<file path="src/rtl/abel_variation_bound_scan_assert.svh">
// assertion macros for the variation bound scan
`ifndef ABEL_VARIATION_BOUND_SCAN_ASSERT_SVH
`define ABEL_VARIATION_BOUND_SCAN_ASSERT_SVH
`ifndef SYNTHESIS
`define AVBS_ASSERT(lbl, prop) \
  lbl: assert property (@(posedge clk) disable iff (rst) prop) else $error("avbs check failed");
`define AVBS_ASSERT_ALWAYS(lbl, prop) \
  lbl: assert property (@(posedge clk) prop) else $error("avbs check failed");
`else
`define AVBS_ASSERT(lbl, prop)
`define AVBS_ASSERT_ALWAYS(lbl, prop)
`endif
`endif

</file>
<file path="src/rtl/avbs_pkg.sv">
package avbs_pkg;

  localparam int unsigned MAG_BITS = 48;
  localparam int unsigned ROOT_BITS = 60;
  localparam int unsigned PROD_BITS = 109;

  localparam logic [6:0] DIV_LAST = 7'd127;
  localparam logic [6:0] SQRT_LAST = 7'd59;
  localparam logic [6:0] MUL_LAST = 7'd47;

  localparam logic [63:0] SCALE = 64'd1000000000000000000;
  localparam logic [127:0] SCALE_SQ = 128'd1000000000000000000000000000000000000;
  localparam logic [62:0] SAT63 = {63{1'b1}};

  typedef enum logic [3:0] {
    ST_IDLE,
    ST_CHECK,
    ST_DIV,
    ST_ROOT_INIT,
    ST_SQRT,
    ST_MUL_INIT,
    ST_MUL,
    ST_ACC,
    ST_FINISH
  } state_t;

  typedef struct packed {
    logic load;
    logic div_step;
    logic root_init;
    logic sqrt_step;
    logic mul_init;
    logic mul_step;
    logic acc;
    logic emit;
  } cmd_t;

  typedef struct packed {
    logic inc_nz;
    logic last;
  } status_t;

endpackage

</file>
<file path="src/rtl/avbs_ctrl.sv">
module avbs_ctrl (
  input  logic             clk,
  input  logic             rst,
  input  logic             in_valid,
  output logic             in_stall,
  output logic             out_valid,
  input  logic             out_stall,
  input  avbs_pkg::status_t sts,
  output avbs_pkg::cmd_t    cmd
);
  import avbs_pkg::*;

  state_t state, state_next;
  logic [6:0] cnt, cnt_next;
  logic out_valid_next;

  always_comb begin
    state_next = state;
    case (state)
      ST_IDLE:      if (in_valid) state_next = ST_CHECK;
      ST_CHECK:     state_next = sts.inc_nz ? ST_DIV : ST_FINISH;
      ST_DIV:       if (cnt == DIV_LAST) state_next = ST_ROOT_INIT;
      ST_ROOT_INIT: state_next = ST_SQRT;
      ST_SQRT:      if (cnt == SQRT_LAST) state_next = ST_MUL_INIT;
      ST_MUL_INIT:  state_next = ST_MUL;
      ST_MUL:       if (cnt == MUL_LAST) state_next = ST_ACC;
      ST_ACC:       state_next = ST_FINISH;
      ST_FINISH: begin
        if (!sts.last || !out_valid || !out_stall) state_next = ST_IDLE;
      end
      default:      state_next = ST_IDLE;
    endcase
    cnt_next = (state_next != state) ? 7'd0 : cnt + 7'd1;
  end

  always_comb begin
    cmd = '0;
    in_stall = (state != ST_IDLE);
    case (state)
      ST_IDLE:      cmd.load = in_valid;
      ST_DIV:       cmd.div_step = 1'b1;
      ST_ROOT_INIT: cmd.root_init = 1'b1;
      ST_SQRT:      cmd.sqrt_step = 1'b1;
      ST_MUL_INIT:  cmd.mul_init = 1'b1;
      ST_MUL:       cmd.mul_step = 1'b1;
      ST_ACC:       cmd.acc = 1'b1;
      ST_FINISH:    cmd.emit = sts.last && (!out_valid || !out_stall);
      default:      cmd = '0;
    endcase
  end

  always_comb begin
    if (cmd.emit) begin
      out_valid_next = 1'b1;
    end else if (!out_stall) begin
      out_valid_next = 1'b0;
    end else begin
      out_valid_next = out_valid;
    end
  end

  always_ff @(posedge clk) begin
    if (rst) begin
      state <= ST_IDLE;
      cnt <= 7'd0;
      out_valid <= 1'b0;
    end else begin
      state <= state_next;
      cnt <= cnt_next;
      out_valid <= out_valid_next;
    end
  end

endmodule

</file>
<file path="src/rtl/avbs_dp.sv">
module avbs_dp #(
  parameter int unsigned INDEX_BITS = 40,
  parameter int unsigned DELTA_BITS = 19
) (
  input  logic                    clk,
  input  logic                    rst,
  input  avbs_pkg::cmd_t          cmd,
  output avbs_pkg::status_t       sts,
  input  logic [INDEX_BITS-1:0]   index,
  input  logic signed [DELTA_BITS:0] delta,
  input  logic                    last,
  output logic signed [47:0]      final_prefix,
  output logic [47:0]             final_error,
  output logic [62:0]             variation_total,
  output logic signed [63:0]      u_bound_high,
  output logic [63:0]             u_bound_low,
  output logic [63:0]             v_bound_high,
  output logic [63:0]             v_bound_low
);
  import avbs_pkg::*;

  // accumulated state
  logic signed [47:0] prefix_sum;
  logic [47:0] previous_error;
  logic [62:0] variation_sum;
  logic [127:0] u_accum, v_accum;

  // per item
  logic [INDEX_BITS-1:0] n;
  logic [MAG_BITS-1:0] mag;
  logic inc_pos, inc_nz, last_flag;

  // dividers
  logic [127:0] div_a, div_b, quo_a;
  logic [63:0] quo_b;
  logic [INDEX_BITS-1:0] rem_a, rem_b;
  logic [INDEX_BITS:0] try_a, try_b;
  logic ge_a, ge_b;

  // square root
  logic [119:0] rad;
  logic [61:0] sq_rem;
  logic [ROOT_BITS-1:0] root;
  logic [63:0] sq_try, sq_trial;
  logic sq_ge;
  logic [127:0] ceil_quo;

  // multipliers
  logic [PROD_BITS-1:0] prod_u, prod_v;
  logic [ROOT_BITS-1:0] mcand_u, mcand_v;
  logic [60:0] sum_u, sum_v;

  // load arithmetic
  logic signed [47:0] f_new;
  logic signed [48:0] one_minus, inc;
  logic [48:0] err_abs;
  logic [48:0] inc_abs;
  logic [63:0] var_sum;

  always_comb begin
    f_new = prefix_sum + 48'(delta);
    one_minus = 49'sd1 - 49'(f_new);
    err_abs = one_minus[48] ? 49'(-one_minus) : 49'(one_minus);
    inc = $signed({1'b0, err_abs[47:0]}) - $signed({1'b0, previous_error});
    inc_abs = inc[48] ? 49'(-inc) : 49'(inc);
    var_sum = {1'b0, variation_sum} + 64'(inc_abs[47:0]);

    try_a = {rem_a, div_a[127]};
    try_b = {rem_b, div_b[127]};
    ge_a = (try_a >= {1'b0, n});
    ge_b = (try_b >= {1'b0, n});

    ceil_quo = quo_a + 128'(rem_a != '0);

    sq_try = {sq_rem, rad[119:118]};
    sq_trial = {2'b00, root, 2'b01};
    sq_ge = (sq_try >= sq_trial);

    sum_u = {1'b0, prod_u[PROD_BITS-2:MAG_BITS]}
            + (prod_u[0] ? {1'b0, mcand_u} : 61'd0);
    sum_v = {1'b0, prod_v[PROD_BITS-2:MAG_BITS]}
            + (prod_v[0] ? {1'b0, mcand_v} : 61'd0);
  end

  always_ff @(posedge clk) begin
    if (rst) begin
      prefix_sum <= '0;
      previous_error <= '0;
      variation_sum <= '0;
      u_accum <= '0;
      v_accum <= '0;
    end else begin
      if (cmd.load) begin
        prefix_sum <= f_new;
        previous_error <= err_abs[47:0];
        variation_sum <= var_sum[63] ? SAT63 : var_sum[62:0];
      end
      if (cmd.acc) begin
        u_accum <= inc_pos ? u_accum + 128'(prod_u) : u_accum - 128'(prod_u);
        v_accum <= v_accum + 128'(prod_v);
      end
    end
  end

  always_ff @(posedge clk) begin
    if (cmd.load) begin
      n <= (index == '0) ? INDEX_BITS'(1) : index;
      mag <= inc_abs[47:0];
      inc_pos <= !inc[48] && (inc != '0);
      inc_nz <= (inc != '0);
      last_flag <= last;
      div_a <= SCALE_SQ;
      div_b <= {64'd0, SCALE};
      rem_a <= '0;
      rem_b <= '0;
    end
    if (cmd.div_step) begin
      div_a <= {div_a[126:0], 1'b0};
      div_b <= {div_b[126:0], 1'b0};
      rem_a <= ge_a ? INDEX_BITS'(try_a - {1'b0, n}) : try_a[INDEX_BITS-1:0];
      rem_b <= ge_b ? INDEX_BITS'(try_b - {1'b0, n}) : try_b[INDEX_BITS-1:0];
      quo_a <= {quo_a[126:0], ge_a};
      quo_b <= {quo_b[62:0], ge_b};
    end
    if (cmd.root_init) begin
      rad <= ceil_quo[119:0];
      sq_rem <= '0;
      root <= '0;
    end
    if (cmd.sqrt_step) begin
      rad <= {rad[117:0], 2'b00};
      sq_rem <= sq_ge ? 62'(sq_try - sq_trial) : sq_try[61:0];
      root <= {root[ROOT_BITS-2:0], sq_ge};
    end
    if (cmd.mul_init) begin
      prod_u <= PROD_BITS'(mag);
      prod_v <= PROD_BITS'(mag);
      mcand_u <= quo_b[ROOT_BITS-1:0] + ROOT_BITS'(inc_pos && (rem_b != '0));
      mcand_v <= root + ROOT_BITS'(sq_rem != '0);
    end
    if (cmd.mul_step) begin
      prod_u <= {1'b0, sum_u, prod_u[MAG_BITS-1:1]};
      prod_v <= {1'b0, sum_v, prod_v[MAG_BITS-1:1]};
    end
    if (cmd.emit) begin
      final_prefix <= prefix_sum;
      final_error <= previous_error;
      variation_total <= variation_sum;
      u_bound_high <= u_accum[127:64];
      u_bound_low <= u_accum[63:0];
      v_bound_high <= v_accum[127:64];
      v_bound_low <= v_accum[63:0];
    end
  end

  assign sts.inc_nz = inc_nz;
  assign sts.last = last_flag;

endmodule

</file>
<file path="src/rtl/abel_variation_bound_scan.sv">
// abel variation bound scan
// input channel: in_valid / in_stall carry one beat per index (index, delta, last),
// indices in order from 1; output channel: out_valid / out_stall carry one result beat
// after each beat with last set: final prefix, final error, variation, U and V halves
// an item whose error increment is zero goes from the check straight to finish;
// any other item runs in turn bit-serial long division of both quotients
// (10^36 / n and 10^18 / n side by side), a digit-by-digit square root, a
// shift-add multiply for both weights, then the 128-bit accumulate
// the next item is taken while a result beat still waits in the output register;
// only a further last item holds in its final cycle until the waiting beat is taken
// reset (rst, synchronous) clears the prefix sum, error, variation and both bounds,
// and drops out_valid; state is kept after a last item until the next reset
// a stalled result beat stays unchanged on the output ports
module abel_variation_bound_scan #(
  parameter int unsigned INDEX_BITS = 40,
  parameter int unsigned DELTA_BITS = 19
) (
  input  logic                       clk,
  input  logic                       rst,
  input  logic                       in_valid,
  output logic                       in_stall,
  input  logic [INDEX_BITS-1:0]      index,
  input  logic signed [DELTA_BITS:0] delta,
  input  logic                       last,
  output logic                       out_valid,
  input  logic                       out_stall,
  output logic signed [47:0]         final_prefix,
  output logic [47:0]                final_error,
  output logic [62:0]                variation_total,
  output logic signed [63:0]         u_bound_high,
  output logic [63:0]                u_bound_low,
  output logic [63:0]                v_bound_high,
  output logic [63:0]                v_bound_low
);
  import avbs_pkg::*;

  `include "abel_variation_bound_scan_assert.svh"

  cmd_t cmd;
  status_t sts;

  // sequencer: steps the shared units through one item
  avbs_ctrl u_ctrl (
    .clk       (clk),
    .rst       (rst),
    .in_valid  (in_valid),
    .in_stall  (in_stall),
    .out_valid (out_valid),
    .out_stall (out_stall),
    .sts       (sts),
    .cmd       (cmd)
  );

  // arithmetic units, running state and result register
  avbs_dp #(
    .INDEX_BITS (INDEX_BITS),
    .DELTA_BITS (DELTA_BITS)
  ) u_dp (
    .clk             (clk),
    .rst             (rst),
    .cmd             (cmd),
    .sts             (sts),
    .index           (index),
    .delta           (delta),
    .last            (last),
    .final_prefix    (final_prefix),
    .final_error     (final_error),
    .variation_total (variation_total),
    .u_bound_high    (u_bound_high),
    .u_bound_low     (u_bound_low),
    .v_bound_high    (v_bound_high),
    .v_bound_low     (v_bound_low)
  );

  // a new result never overwrites a beat the receiver has not taken
  `AVBS_ASSERT(a_no_overwrite, cmd.emit |-> !(out_valid && out_stall))
  // result beat appears only right after an emit
  `AVBS_ASSERT(a_valid_from_emit, $rose(out_valid) |-> $past(cmd.emit))
  // at most one datapath operation per cycle
  `AVBS_ASSERT_ALWAYS(a_one_op,
    $onehot0({cmd.load, cmd.div_step, cmd.root_init, cmd.sqrt_step, cmd.mul_init,
              cmd.mul_step, cmd.acc, cmd.emit}))

endmodule
</file>
<file path="config.mk">
export PLATFORM = sky130hd
export DESIGN_NAME = abel_variation_bound_scan
export DESIGN_NICKNAME = d
export VERILOG_FILES = /design/src/rtl/avbs_pkg.sv /design/src/rtl/avbs_ctrl.sv /design/src/rtl/avbs_dp.sv /design/src/rtl/abel_variation_bound_scan.sv
export VERILOG_INCLUDE_DIRS = /design/src /design/src/rtl
export SDC_FILE = /design/constraint.sdc
export NUM_CORES = 2
export LEC_CHECK = 0
export BUFFER_PORTS_ARGS = -buffer_cell sky130_fd_sc_hd__buf_2
export CAP_MARGIN = 20
export CORE_MARGIN = 8
export CORE_UTILIZATION = 35
export CTS_CLUSTER_DIAMETER = 120
export DETAILED_ROUTE_END_ITERATION = 10
export MAX_ROUTING_LAYER = met4
export PLACE_DENSITY_LB_ADDON = 0.12
export RECOVER_POWER = 100
export SLEW_MARGIN = 40
export SYNTH_ARGS = -nofsm -noshare
export SYNTH_HDL_FRONTEND = slang
export SYNTH_SLANG_ARGS = --single-unit
</file>
<file path="constraint.sdc">
create_clock -name clk -period 70.6 [get_ports clk]
set_input_delay 7.06 -clock clk [delete_from_list [all_inputs] [get_ports clk]]
set_output_delay 7.06 -clock clk [all_outputs]
set_load 0.005 [all_outputs]
</file>
Yosys cells after proc, flatten, opt, wreduce, memory -nomap -nowiden
Index checks and enable logic that the tools add are counted.
{ "classes": {"n_shift": 0, "n_div": 0, "reduce_logical": 21, "n_mul": 0, "n_bitwise": 0, "n_eq_ne": 13, "order_cmp": 3, "n_addsub": 18, "n_mux": 42} }
{ "ops": {"columns": ["cell", "n"], "rows": [
  ["2-to-1 mux 128 bit", 5],
  ["2-to-1 mux 108 bit", 3],
  ["adder 128 x 108 -> 128 bit", 2],
  ["2-to-1 mux 120 bit", 2],
  ["2-to-1 mux 60 bit", 4],
  ["2-to-1 mux 40 bit", 5],
  ["2-to-1 mux 62 bit", 3],
  ["subtractor 128 x 108 -> 128 bit", 1],
  ["adder 60 x 61 -> 61 bit", 2],
  ["adder 120 x 1 -> 120 bit", 1],
  ["adder 60 x 1 -> 60 bit", 2],
  ["2-to-1 mux 48 bit", 2],
  ["negation 48 bit", 2],
  ["greater-or-equal comparator 41 x 40 -> 1 bit", 2],
  ["nonzero test 40 bit", 2],
  ["subtractor 40 bit", 2],
  ["adder 63 x 48 -> 64 bit", 1],
  ["greater-or-equal comparator 64 x 62 -> 1 bit", 1],
  ["2-to-1 mux 63 bit", 1],
  ["nonzero test 62 bit", 1],
  ["subtractor 62 bit", 1],
  ["nonzero test 49 bit", 1],
  ["subtractor 2 x 48 -> 49 bit, first input constant", 1],
  ["subtractor 48 x 48 -> 49 bit", 1],
  ["21 further kinds", 49]
]} }
{ "totals": {"elab_cells": 133, "register_bits": 1973, "output_inout_bits": 417, "memories": 0, "latch_bits": 0, "rom_bits": 0, "ram_bits": 0, "inputBits": 65} }

Logic depth before layout (Yosys ltp)
{ "logic_depth": {"word_depth": 9, "ltp_mapped": 54, "mapped_depth_nobuf": 49} }

Modules after synthesis
From an unflattened synthesis, not the netlist that was laid out.
{ "hier_totals": {"cells_unflattened": 11498, "hier_area_um2": 114992.8} }
{ "by_module_without_submodules": {"columns": ["mod", "area_each_um2", "seq_area_each_um2", "instances", "cells_each"], "rows": [
  ["avbs_dp", 114374.7, 54622.4, 1, 11425],
  ["avbs_ctrl", 618.1, 240.2, 1, 73]
]} }

Worst setup path after synthesis
OpenSTA, ideal clock, no wires.
{ "synth_timing": {"kind": "input port to flip-flop", "start": "input port out_stall", "end": "register u_dp.final_error[0] (enable)", "stages": 1, "arrival_time_ns": 26.927, "required_ns": 69.269, "n_path_buf": 0, "setup_ns": 1.331, "slack_ns": 42.342, "path_cell_list": "a21oi_1"} }
{ "synth_between": {"elab_chain_len": 4} }
{ "synth_lines": {"columns": ["item", "line_no", "source"], "rows": [
  ["start: declaration", "abel_variation_bound_scan.sv:26", "input logic out_stall,"],
  ["zero test 1 bit", "avbs_ctrl.sv:47", "ST_FINISH: cmd.emit = sts.last && (!out_valid || !out_stall);"],
  ["logical OR 1 bit", "avbs_ctrl.sv:47", null],
  ["logical AND 1 bit", "avbs_ctrl.sv:47", null],
  ["2-to-1 mux 1 bit", "avbs_ctrl.sv:39", "case (state)"],
  ["end signal: assignment", "avbs_dp.sv:147", "final_error <= previous_error;"],
  ["end: declaration", "avbs_dp.sv:13", "output logic [47:0] final_error,"]
]} }
No other way between the ends.
A chain may end at the register's enable or synchronous reset.

Worst setup path in the final report
{ "layout_timing": {"start": "input port delta[19]", "end": "register u_dp.variation_sum[44]"} }
{ "layout_between": {"elab_cells_between_ends": 9, "cone_classes": "6 x add/sub; 3 x mux"} }
{ "layout_rtl": {"columns": ["item", "line_no", "source"], "rows": [
  ["start: declaration", "abel_variation_bound_scan.sv:23", "input logic signed [DELTA_BITS:0] delta,"],
  ["adder 48 x 20 -> 48 bit", "avbs_dp.sv:61", "f_new = prefix_sum + 48'(delta);"],
  ["subtractor 2 x 48 -> 49 bit", "avbs_dp.sv:62", "one_minus = 49'sd1 - 49'(f_new);"],
  ["2-to-1 mux 48 bit", "avbs_dp.sv:63", "err_abs = one_minus[48] ? 49'(-one_minus) : 49'(one_minus);"],
  ["named net u_dp.err_abs[4]", "avbs_dp.sv:56", "logic [48:0] err_abs;"],
  ["subtractor 48 x 48 -> 49 bit", "avbs_dp.sv:64", "inc = $signed({1'b0, err_abs[47:0]}) - $signed({1'b0, previous_error});"],
  ["2-to-1 mux 48 bit", "avbs_dp.sv:65", "inc_abs = inc[48] ? 49'(-inc) : 49'(inc);"],
  ["named net u_dp.inc_abs[1]", "avbs_dp.sv:57", "logic [48:0] inc_abs;"],
  ["adder 63 x 48 -> 64 bit", "avbs_dp.sv:66", "var_sum = {1'b0, variation_sum} + 64'(inc_abs[47:0]);"],
  ["2-to-1 mux 63 bit", "avbs_dp.sv:96", "variation_sum <= var_sum[63] ? SAT63 : var_sum[62:0];"],
  ["end signal: assignment", "avbs_dp.sv:96", null],
  ["end: declaration", "avbs_dp.sv:25", "logic [62:0] variation_sum;"]
]} }
The timed path passes the listed nets, and every way through them passes these cells.

==> run metrics <==
TritonCTS buffer count=233; Clock Latency Late Sink=940 ps; final worst path period share=0.343; Startpoint Class=input pin; synth top area cells=edfxtp_1, dfxtp_1, ha_1; Leakage=0.0488 uW; io pins=482; Starting Density=0.352; Yosys warning total=0; critical path class=input pin to flip-flop; H-tree Lvls=4; DR DRC count=0; Post-Route WL=359 mm; clk sinks=1970; post-synth top area share=0.401; remaining antenna violation count=0; Die W=590 um; die footprint=0.348 mm2; PortBufs=481; Yosys reg bits=1970; Mapped Area=0.115 mm2; sequential share of the synthesized area=0.476; Slew Limit Fails=3121; Setup Viol. Count Final=0; CTS max path bufs=4; Setup TNS Final=0 ps; DR vias=88.9k; die height=590 um; post-CTS setup buffers=0; Fmax=41.4 MHz; TritonCTS clock tree=done; async set-reset flop share out of synthesis=0; DRT Pass-1 Iters=6; fin crit period=24180 ps; number of global-route vias before repair=86.7k; share of post-route cells with drive strength above 1=0.0509; DR iter-0 viols=6504; Maximum Capacitance Violations=54; Synth Area in Compound Gates=0.159; Crit path largest cell delay=1860 ps; top cells by count, synth=edfxtp_1, nand2_1, a21oi_1, nor2_1, ha_1; Post-Syn Nets=12.5k; average wire per standard cell=21.6 um; RD Place Congestion=0.927; cell row count=210; violated checks=max-capacitance violations, max-slew violations; Final Hold Slack=431 ps; XOR/XNOR Fraction of Synth Area=0.0779; Root Driver=clkbuf_16; Crit. End Element=flip-flop; clock skew=54.9 ps; Unique masters post-synth=111; post_cts resized=0; headroom to the max-slew limit=-2.78; DPL Wire Length=270 mm; fill count=32.5k; post-synthesis mux area share=0.0119; antenna violations before repair=20; via/cell ratio=5.34; core area=0.328 mm2; worst slew pin tran=5660 ps; Most common cell on crit path=a21oi_1; largest family of logic cells by synthesized area=simple AND/OR/NAND/NOR gates; EDFF count, synth=1541; Req. time, crit path=71260 ps; status=finished with violations; Post-Synth Adder-Cell Area=0.0723; gr ovfl total=0; Area Growth Syn to Fin=11.9%; RSZ-0062 raised after global routing=no; total global-route track usage=0.202; Arr. time, crit path=24850 ps; CTS Hold Buffers Added=0; simple-gate portion of the synthesized area=0.173; Final Hold Viols=0; Synth area leader=edfxtp_1; dpl cells=16.2k; pwr dens=31.3 mW/mm2; Worst Hold Class=flip-flop to flip-flop; global-route wire length before repair=540 mm; CTS clk-pin slew, worst paths=60 ps; slowest CP cell=clkbuf_1; ys flop type=edfxtp_1; pin count of the biggest net entering global routing=145; worst-path maximum fanout=48; fin nets=12.8k; mean post-synth cell area=9.76 um2; Finished Layout Cells=16.6k; count leader, synth=edfxtp_1; cells after synthesis=11.8k; Peak VDD IR=0.0291 mV
final timing paths:
path / start / to / slack, ps / cells past startpoint
hold reg to reg: u_dp.previous_error[45]$_SDFFE_PP0P_ / u_dp.final_error[45]$_DFFE_PP_ / 430 / 0
setup / recovery: delta[19] / u_dp.variation_sum[44]$_SDFFE_PP0P_ / 46420 / 49
setup reg to reg: u_dp.prefix_sum[20]$_SDFFE_PP0P_ / u_dp.variation_sum[44]$_SDFFE_PP0P_ / 53620 / 48
hold / removal: u_dp.previous_error[45]$_SDFFE_PP0P_ / u_dp.final_error[45]$_DFFE_PP_ / 430 / 0
cells by family after synthesis:
kind of cell,Yosys count
and+or+nand+nor,4162
AOI/OAI and AO/OA,2938
DFF,1970
xor gates and xnor gates,1022
buffers and inverters,927
adders and majority gates,661
muxes,136
registers in the layout (all words and copies together), names as in the netlist, 62 cells and up:
name                  count
u_dp.quo_a              120
u_dp.u_bound_low         64
u_dp.u_bound_high        64
u_dp.prod_u             108
u_dp.sq_rem              62
u_dp.u_accum            128
u_dp.div_b              108
u_dp.rad                120
u_dp.v_accum            128
u_dp.variation_sum       63
u_dp.div_a               91
u_dp.prod_v             108
u_dp.variation_total     63
u_dp.v_bound_low         64
u_dp.v_bound_high        64
metrics by stage:
| stage | util | power, uW | worst slack, ps | cell area (um2) |
|---|---|---|---|---|
| CTS | 0.397 | 4080 | 50720 | 130000 |
| floorplan | - | 2450 | 42340 | 115000 |
| global route | 0.394 | 4280 | 45040 | 129000 |
| global placement | 0.372 | 2800 | 49640 | 122000 |
| detailed placement | 0.373 | 2820 | 49770 | 122000 |
| finish | 0.394 | 4040 | 46420 | 129000 |
routing by layer:
layer  up-vias  share of wire  track usage
met5         -              0            -
met4         0          0.036       0.0611
met3       489          0.043       0.0230
met2      1914           0.46        0.330
met1     43059           0.46        0.266
li1      43457              -            -
cell type report:
class | instances | area (um2) | share of cell area
antenna | 12 | 30.0 | 0.000233
timing repair buffer | 580 | 2480 | 0.0193
multi-input combinational | 8919 | 57000 | 0.442
tap | 4346 | 5440 | 0.0421
inverter | 379 | 1430 | 0.0110
clock inverter | 125 | 1300 | 0.0101
clock buffer | 309 | 6480 | 0.0502
sequential | 1970 | 54900 | 0.425
critical path: cells and delay by family:
| family | cells | cell delay, ps |
|---|---|---|
| AOI/OAI and AO/OA | 29 | 7980 |
| buffers and inverters | 4 | 5090 |
| adders and majority gates | 3 | 1270 |
| xor gates and xnor gates | 2 | 540 |
| and+or+nand+nor | 11 | 2810 |
layout by cell type, fill, tap and decap left out, types with 25 or more instances in the layout:
cell,netlist,routed
o21ai_0,590,591
inv_1,378,377
ha_1,652,652
nor2_1,960,954
a211oi_1,113,111
buf_2,14,77
a21o_1,402,402
edfxtp_1,1541,1541
buf_4,2,33
a21oi_1,1061,1060
nand4_1,193,194
mux2i_1,131,131
clkinv_2,0,38
o22ai_1,28,28
nand2_1,1407,1405
xnor2_1,610,610
or2_2,49,47
nand3_1,269,267
and4_1,31,31
o21bai_1,120,120
and3_1,263,263
a21boi_0,28,28
xor2_1,408,408
o211ai_1,46,46
dfxtp_1,429,429
nand2b_1,180,180
clkbuf_1,486,505
nor4_1,109,105
o31ai_1,46,47
clkinv_1,1,25
nor3b_1,25,25
nor3_1,208,209
clkbuf_8,0,28
o21a_1,105,105
and2_1,194,188
clkbuf_16,0,237
nor2b_1,105,104
a31oi_1,94,93
or3_1,74,74
where the power goes:
| group | total (uW) | switching [uW] | internal, uW |
|---|---|---|---|
| Clock | 1240 | 516 | 722 |
| Sequential | 1400 | 53.7 | 1350 |
| Combinational | 1400 | 872 | 530 |
| Total | 4040 | 1440 | 2600 |
Note: power is estimated with default switching activity, not from simulation.
